$ cat src/prac_pkg.sv
// Shared types, constants and saturation helpers for the plate reverb.
package prac_pkg;

  localparam int POS_W    = 11;
  localparam int SAMPLE_W = 24;
  localparam int DATA_W   = 32;
  localparam int GAIN_W   = 16;
  localparam int PROD_W   = 50;
  localparam int CFG_IDX_W = 3;

  localparam int ALLPASS_ONE_LEN_DEF   = 150;
  localparam int ALLPASS_TWO_LEN_DEF   = 190;
  localparam int ALLPASS_THREE_LEN_DEF = 264;
  localparam int COMB_ONE_LEN_DEF      = 919;
  localparam int COMB_TWO_LEN_DEF      = 1179;

  // Fixed allpass gains 0.6, 0.65, 0.7 in Q0.16.
  localparam logic [GAIN_W-1:0] AP_GAIN_ONE   = 16'd39322;
  localparam logic [GAIN_W-1:0] AP_GAIN_TWO   = 16'd42598;
  localparam logic [GAIN_W-1:0] AP_GAIN_THREE = 16'd45875;

  localparam logic [GAIN_W-1:0] COMB_GAIN_FIRST_RST  = 16'd62187;
  localparam logic [GAIN_W-1:0] COMB_GAIN_SECOND_RST = 16'd61263;
  localparam logic [GAIN_W-1:0] LOWPASS_COEF_RST     = 16'd13625;
  localparam logic [GAIN_W-1:0] WET_MIX_RST          = 16'd8192;
  localparam logic [GAIN_W-1:0] WET_UNITY            = 16'd32768;

  localparam logic [CFG_IDX_W-1:0] CFG_COMB_GAIN_FIRST  = 3'd0;
  localparam logic [CFG_IDX_W-1:0] CFG_COMB_GAIN_SECOND = 3'd1;
  localparam logic [CFG_IDX_W-1:0] CFG_LOWPASS_COEF     = 3'd2;
  localparam logic [CFG_IDX_W-1:0] CFG_WET_MIX          = 3'd3;
  localparam logic [CFG_IDX_W-1:0] CFG_STEREO_ENABLE    = 3'd4;

  localparam logic [2:0] LINE_AP1 = 3'd0;
  localparam logic [2:0] LINE_AP2 = 3'd1;
  localparam logic [2:0] LINE_AP3 = 3'd2;
  localparam logic [2:0] LINE_CB1 = 3'd3;
  localparam logic [2:0] LINE_CB2 = 3'd4;

  localparam logic signed [PROD_W-1:0] S32_MAX   = 50'sh0_0000_7FFF_FFFF;
  localparam logic signed [PROD_W-1:0] S32_MIN   = 50'sh3_FFFF_8000_0000;
  localparam logic signed [PROD_W-1:0] S24_MAX   = 50'sh0_0000_007F_FFFF;
  localparam logic signed [PROD_W-1:0] S24_MIN   = 50'sh3_FFFF_FF80_0000;
  localparam logic signed [PROD_W-1:0] ROUND_16  = 50'sd32768;
  localparam logic signed [PROD_W-1:0] ROUND_15  = 50'sd16384;

  typedef enum logic [3:0] {
    OP_NONE, OP_CLEAR,
    OP_AP_RD, OP_AP_OUT, OP_AP_MUL, OP_AP_WR,
    OP_CB_RD, OP_CB_MUL, OP_CB_WR,
    OP_LP_M1, OP_LP_M2, OP_LP_END,
    OP_MX_M1, OP_MX_M2, OP_MX_END,
    OP_FINISH
  } op_e;

  typedef struct packed {
    op_e        op;
    logic       side;
    logic [2:0] line;
    logic       load;
  } cmd_t;

  typedef struct packed {
    logic clr_last;
    logic out_free;
  } status_t;

  function automatic logic signed [DATA_W-1:0] sat32(input logic signed [PROD_W-1:0] v);
    logic signed [PROD_W-1:0] r;
    r = v;
    if (v > S32_MAX) r = S32_MAX;
    if (v < S32_MIN) r = S32_MIN;
    return r[DATA_W-1:0];
  endfunction

  function automatic logic signed [SAMPLE_W-1:0] sat24(input logic signed [PROD_W-1:0] v);
    logic signed [PROD_W-1:0] r;
    r = v;
    if (v > S24_MAX) r = S24_MAX;
    if (v < S24_MIN) r = S24_MIN;
    return r[SAMPLE_W-1:0];
  endfunction

  function automatic logic signed [PROD_W-1:0] ext32(input logic signed [DATA_W-1:0] v);
    return {{(PROD_W-DATA_W){v[DATA_W-1]}}, v};
  endfunction

endpackage

$ cat src/prac_ctrl.sv
// Sequencer for the reverb: clearing pass, per-side step schedule, result hand-off.
module prac_ctrl
  import prac_pkg::*;
(
  input  logic    clk_i,
  input  logic    rst_ni,
  input  logic    in_valid_i,
  output logic    in_stall_o,
  input  status_t st_i,
  output cmd_t    cmd_o
);

  localparam logic [1:0] ST_CLEAR  = 2'd0;
  localparam logic [1:0] ST_IDLE   = 2'd1;
  localparam logic [1:0] ST_RUN    = 2'd2;
  localparam logic [1:0] ST_FINISH = 2'd3;
  localparam logic [4:0] LAST_STEP = 5'd23;

  logic [1:0] state_q, state_d;
  logic [4:0] step_q, step_d;
  logic       side_q, side_d;
  op_e        step_op;
  logic [2:0] step_line;

  // Map a step of one side to its operation and delay line.
  always_comb begin
    step_op   = OP_NONE;
    step_line = LINE_AP1;
    if (step_q < 5'd12) begin
      step_line = {1'b0, step_q[3:2]};
      case (step_q[1:0])
        2'd0:    step_op = OP_AP_RD;
        2'd1:    step_op = OP_AP_OUT;
        2'd2:    step_op = OP_AP_MUL;
        default: step_op = OP_AP_WR;
      endcase
    end else begin
      case (step_q)
        5'd12: begin step_op = OP_CB_RD;  step_line = LINE_CB1; end
        5'd13: begin step_op = OP_CB_MUL; step_line = LINE_CB1; end
        5'd14: begin step_op = OP_CB_WR;  step_line = LINE_CB1; end
        5'd15: begin step_op = OP_CB_RD;  step_line = LINE_CB2; end
        5'd16: begin step_op = OP_CB_MUL; step_line = LINE_CB2; end
        5'd17: begin step_op = OP_CB_WR;  step_line = LINE_CB2; end
        5'd18: step_op = OP_LP_M1;
        5'd19: step_op = OP_LP_M2;
        5'd20: step_op = OP_LP_END;
        5'd21: step_op = OP_MX_M1;
        5'd22: step_op = OP_MX_M2;
        5'd23: step_op = OP_MX_END;
        default: step_op = OP_NONE;
      endcase
    end
  end

  always_comb begin
    state_d    = state_q;
    step_d     = step_q;
    side_d     = side_q;
    cmd_o      = '{op: OP_NONE, side: side_q, line: step_line, load: 1'b0};
    in_stall_o = (state_q != ST_IDLE);
    case (state_q)
      ST_CLEAR: begin
        cmd_o.op = OP_CLEAR;
        if (st_i.clr_last) state_d = ST_IDLE;
      end
      ST_IDLE: begin
        if (in_valid_i) begin
          cmd_o.load = 1'b1;
          state_d    = ST_RUN;
          step_d     = '0;
          side_d     = 1'b0;
        end
      end
      ST_RUN: begin
        cmd_o.op = step_op;
        if (step_q == LAST_STEP) begin
          step_d = '0;
          if (side_q) begin
            state_d = ST_FINISH;
          end else begin
            side_d = 1'b1;
          end
        end else begin
          step_d = step_q + 5'd1;
        end
      end
      ST_FINISH: begin
        // Hold until the output register can take the word.
        if (st_i.out_free) begin
          cmd_o.op = OP_FINISH;
          state_d  = ST_IDLE;
        end
      end
      default: state_d = ST_CLEAR;
    endcase
  end

  always_ff @(posedge clk_i or negedge rst_ni) begin
    if (!rst_ni) begin
      state_q <= ST_CLEAR;
      step_q  <= '0;
      side_q  <= 1'b0;
    end else begin
      state_q <= state_d;
      step_q  <= step_d;
      side_q  <= side_d;
    end
  end

`ifndef SYNTHESIS
  a_load_starts: assert property (@(posedge clk_i) disable iff (!rst_ni)
    cmd_o.load |=> (state_q == ST_RUN && step_q == 5'd0 && !side_q))
    else $error("load did not start the schedule");
  a_run_stays: assert property (@(posedge clk_i) disable iff (!rst_ni)
    (state_q == ST_RUN) |=> (state_q == ST_RUN || state_q == ST_FINISH))
    else $error("schedule left without finishing");
  a_finish_waits: assert property (@(posedge clk_i) disable iff (!rst_ni)
    (state_q == ST_FINISH && !st_i.out_free) |=> (state_q == ST_FINISH))
    else $error("result handed off while output busy");
`endif

endmodule

$ cat config.mk
export PLATFORM = sky130hd
export DESIGN_NAME = prac_ctrl
export DESIGN_NICKNAME = d
export VERILOG_FILES = /design/src/prac_pkg.sv /design/src/prac_ctrl.sv
export SDC_FILE = /design/constraint.sdc
export NUM_CORES = 1
export LEC_CHECK = 0
export ABC_AREA = 1
export ABC_CLOCK_PERIOD_IN_PS = 2200
export BUFFER_PORTS_ARGS = -buffer_cell sky130_fd_sc_hd__buf_2
export CAP_MARGIN = 20
export CORE_MARGIN = 1.5
export CORE_UTILIZATION = 42
export CTS_BUF_LIST = sky130_fd_sc_hd__clkbuf_16
export DETAILED_ROUTE_END_ITERATION = 6
export PLACE_DENSITY = 0.72
export SKIP_CTS_REPAIR_TIMING = 1
export SLEW_MARGIN = 5
export SYNTH_ARGS = -nofsm -noshare
export SYNTH_HDL_FRONTEND = slang
export SYNTH_SLANG_ARGS = --single-unit
$ cat constraint.sdc
create_clock -name clk_i -period 2.2 [get_ports clk_i]
set_input_delay 0.33 -clock clk_i [delete_from_list [all_inputs] [get_ports clk_i]]
set_output_delay 0.33 -clock clk_i [all_outputs]
set_load 0.01 [all_outputs]
== Word level (Yosys, flattened, before mapping) ==
Index checks and enable logic that the tools add are counted.

* $add $sub $neg: 1
* $lt $le $gt $ge: 1
* Eq/ne operators: 23
* Mux-type cells: 21
* Reductions and logical operators: 11

{| class="wikitable"
|+ Operators with widths
! kind !! count
|-
| 5-bit equality test (second input constant) || 8
|-
| 4-bit case mux with 9 select lines || 1
|-
| 5-bit by 4-bit equality test with 1-bit output (second input constant) || 4
|-
| 4-bit case mux with 3 select lines || 1
|-
| 2-bit 2-to-1 mux || 5
|-
| 5-bit 2-to-1 mux || 2
|-
| 2-bit inequality test (second input constant) || 5
|-
| 5-bit case mux with 2 select lines || 1
|-
| 3-bit case mux with 3 select lines || 1
|-
| 4-bit 2-to-1 mux || 2
|-
| 2-bit case mux with 4 select lines || 1
|-
| 2-bit equality test (second input constant) || 3
|-
| 3-bit case mux with 2 select lines || 1
|-
| 2-bit OR reduction || 3
|-
| 3-bit OR reduction || 2
|-
| 5-bit by 1-bit adder with 5-bit output (second input constant) || 1
|-
| 5-bit by 4-bit < comparator with 1-bit output (second input constant) || 1
|-
| 5-bit AND reduction || 1
|-
| 2-bit by 1-bit equality test with 1-bit output (second input constant) || 2
|-
| 2-bit zero test || 2
|-
| 1-bit 2-to-1 mux || 4
|-
| 3-bit 2-to-1 mux || 1
|-
| 3-bit AND reduction || 1
|-
| 2-bit by 1-bit inequality test with 1-bit output (second input constant) || 1
|-
| other kinds (3) || 3
|}

* Register bits: 8
* Bits of input ports: 5
* Output and inout bits: 10
* Logic and storage cells: 60

== Logic depth before layout (Yosys ltp) ==
* Depth after elaboration: 5
* Depth in mapped cells: 10
* Gate-level depth less buffers: 10

== Least setup slack after synthesis ==
Ideal clock, no wire load.

* Path type: reg2out
* Start: register step_q[0]
* End: output port cmd_o[7] (netlist name)
* Arrival: 1.379 ns
* Required time: 1.870 ns
* Setup slack: 0.491 ns
* Cell stages (with the launch flop): 11
* Buffers on the path: 0
* Cell sequence: dfrtp_1 -> ha_1 -> inv_1 -> nor2_1 -> ha_1 -> inv_1 -> nand2_1 -> nor2_1 -> nand3_1 -> nand3_1 -> a21oi_1

{| class="wikitable"
|+ RTL lines
! element !! line !! source
|-
| from (decl) || prac_ctrl.sv:20 || <nowiki>logic [4:0] step_q, step_d;</nowiki>
|-
| from (signal assigned) || prac_ctrl.sv:106 || <nowiki>step_q <= step_d;</nowiki>
|-
| to (decl) || prac_ctrl.sv:10 || <nowiki>output cmd_t cmd_o</nowiki>
|}

==> flow_summary_export.csv <==
group,metric,value,unit
sta,tightest_slew,0.3446,ns
sta,fmax,480.4,MHz
sta,finClkSkew,0.0006557,ns
clock_network,ctsHtreeMaxLevel,1,
global_route,antenna_found_initial,0,
worst_setup_path,crit_chain,"ha_4, inv_1, nor2_1, ha_1, inv_1, nand2_1, nor2_1, nand4_1, nand2_1, a21oi_1, buf_2",
worst_setup_path,arrival,1.75,ns
drt,wire_per_inst,11.57,um
worst_setup_path,ff2ff_path_depth,7,
worst_setup_path,required,1.87,ns
clock_network,clk_latency,0.23,ns
layout,fin_area,999.7,sq um
yosys,synth_cell_type_count,23,
yosys,synth-seq-area-share,0.2465,
outcome,outcome,"finished, final reports clean",
drt,routed_wirelength,1.862,mm
power_and_ir_drop,vdd_drop_max,0.6766,mV
yosys,syn_area,812.0,sq um
clock_network,clk_pin_slew,0.03,ns
place,dp_hpwl,1.495,mm
worst_setup_path,start_kind,"flop",
clock_network,tritoncts,"built",
floorplan,fp.dieArea,2206,sq um
yosys,syn_avg_cell_area,6.767,sq um
drt,ant_nets,0,
power_and_ir_drop,p_leak,0.4857,nW
sta,hold_violations,0,
sta,finalSetupViolCount,0,
sta,period_needed,2.082,ns
hold_path,min_to,"step_q[2]$_DFFE_PN0P_",
sta,post-route-period-util,0.9463,
clock_network,max-clock-path-buffers,2,
worst_setup_path,r2r-end,"step_q[4]$_DFFE_PN0P_",
hold_path,hp-start,"in_valid_i",
worst_setup_path,reg2reg_slack,0.52,ns
layout,instances_no_fill,161,
floorplan,row_count,15,
global_route,grt_pass1_vias,704,
floorplan,io_pins,15,
worst_setup_path,slowest_stage,"dfrtp_2",
sta,rsz0062_at_grt,"yes",
floorplan,die_h,46.97,um
global_route,met1_usage,0.2780,
drt,post_drt_via_cell_ratio,5.205,
drt,drc,0,
yosys,synth_top_area_cell,"dfrtp_1",
global_route,track_usage,0.1940,
place,portBuffers,14,
place,postPlaceCellArea,898.4,sq um
floorplan,start_util,0.4603,
clock_network,clkSinkCount,8,
job,cap_violations,0,
worst_setup_path,cp-end-kind,"primary output",
layout,nets,154,
place,gp_congestion,0.9196,
sta,slew_violations,0,
power_and_ir_drop,pwr_density_cell,1247,nW/um^2
worst_setup_path,crit-reg2reg-launch,"state_q[1]$_DFFE_PN0P_",
power_and_ir_drop,total_power,0.001247,W
yosys,syn-num-nets,136,
layout,filler_cell_count,187,
clock_network,cts_made_buffers,3,
worst_setup_path,crit_fanout,5,
yosys,synth_top_area_frac,0.2465,
drt,dr.pass1.iters,4,
global_route,grt_max_degree,11,
yosys,syn_inst,120,
drt,drt-initial-drc-count,26,
yosys,synthTopCellsByArea,"dfrtp_1 25%, ha_1 17%, nand2_1 11%",
sta,tns,0,ns
floorplan,die_w,46.97,um
worst_setup_path,crit_type,"reg -> out",
sta,maxSlewHeadroom,0.7687,
clock_network,cts_root_buffer,"clkbuf_16",
layout,antenna_cells,0,
drt,routed-via-count,838,
global_route,grt_overflow_total,0,
yosys,synth_warnings,0,
layout,drive_gt1_frac,0.2206,
yosys,synth_seq_cells,8,
global_route,grt_util_met2,0.2932,
hold_path,hold_class,"in -> reg",
global_route,grt_pass1_wl,3.056,mm
place,dp_cells,157,
worst_setup_path,cp_slowest_stage_delay,0.44,ns
layout,syn_to_final_growth,23.11,%
global_route,grt.busiest_layer,"met2",
floorplan,design.core.area,1764,sq um
global_route,grt_use_met3,0.01154,
hold_path,hold_depth,4,
kinds of logic (layout without fill, tap and decap cells):
group	Yosys count	in the layout	share of synthesized area
buffers and inverters	23	39	0.1156
AND/OR/NAND/NOR	49	49	0.2666
AO/OA/AOI/OAI	29	29	0.2019
flip-flops	8	8	0.2465
adder cells (fa/ha/maj)	11	11	0.1695
worst max-delay path by stage:
| stage | start | endpoint | slack, ns |
|---|---|---|---|
| 2_1_floorplan | step_q[0]$_DFFE_PN0P_ | cmd_o[7] | 0.49 |
| 3_3_place_gp | step_q[0]$_DFFE_PN0P_ | cmd_o[6] | 0.35 |
| 3_5_place_dp | step_q[0]$_DFFE_PN0P_ | cmd_o[6] | 0.29 |
| 4_1_cts | step_q[0]$_DFFE_PN0P_ | cmd_o[6] | 0.04 |
| 5_1_grt | step_q[0]$_DFFE_PN0P_ | cmd_o[6] | -0.007 |
| 6_report | step_q[0]$_DFFE_PN0P_ | cmd_o[6] | 0.12 |
layout by cell type, fill, tap and decap left out, types with 2 or more instances in the layout:
master / count
inv_1: 17
ha_1: 9
nand2_1: 24
a21oi_1: 9
nor2_1: 7
o22ai_1: 2
nor2_2: 2
clkbuf_16: 3
nor3_1: 2
o21ai_0: 10
o21ai_2: 2
dfrtp_1: 7
inv_2: 4
buf_2: 14
o21ai_1: 2
nand3_1: 10
stage by stage:
stage | util | hold slack (ns) | worst slack, ns
4_1_cts | 0.5518 | -0.05653 | 0.03870
3_5_place_dp | 0.5092 | 0.1838 | 0.2897
3_3_place_gp | 0.5092 | 0.1835 | 0.3470
2_1_floorplan | - | 0.03441 | 0.4911
6_report | 0.5667 | 0.4561 | 0.1182
5_1_grt | 0.5667 | 0.5121 | -0.007174
layout make-up:
type,instances,area (sq um),share of cell area
multi-input combinational,89,533.0,0.5332
sequential,8,201.4,0.2015
timing repair buffer,15,80.08,0.08010
inverter,21,78.83,0.07885
clock buffer,3,75.07,0.07509
tap,25,31.28,0.03129
cell usage after synthesis:
master,instances
nor2_2,2
nor3_1,2
buf_4,2
a31oi_1,1
nor2_1,7
o21ai_1,2
dfrtp_1,8
a211oi_1,1
nand2_1,24
inv_2,3
o21ai_2,2
or2_0,1
o21ai_0,10
or2_4,1
nand2_2,1
nand3_1,10
o31ai_1,1
inv_1,18
o211ai_1,1
nand4_1,1
a21oi_1,9
ha_1,11
o22ai_1,2
where the power goes:
part | total (W) | switching (W) | internal [W]
sequential | 0.000261 | 0.0000594 | 0.000201
combinational | 0.000686 | 0.000436 | 0.000250
clock | 0.000300 | 0.0000663 | 0.000234
total | 0.00125 | 0.000561 | 0.000686
state kept, by name, indices dropped and copies added (netlist names):
name,cells
side_q,1
state_q,2
step_q,5
routing by layer:
metal / part of all wire / wire, um / vias up
met3: 0.037 / 68 / 6
li1: - / - / 434
met4: 0.023 / 42 / 0
met5: 0 / 0 / -
met1: 0.47 / 883 / 374
met2: 0.47 / 868 / 24
critical path: cells and delay by family (launching register included):
family / cells / cell delay (ns)
AO/OA/AOI/OAI: 1 / 0.05
adder cells (fa/ha/maj): 2 / 0.37
buffers and inverters: 3 / 0.27
flip-flops: 1 / 0.44
AND/OR/NAND/NOR: 5 / 0.40
(Power assumes the default switching activity.)
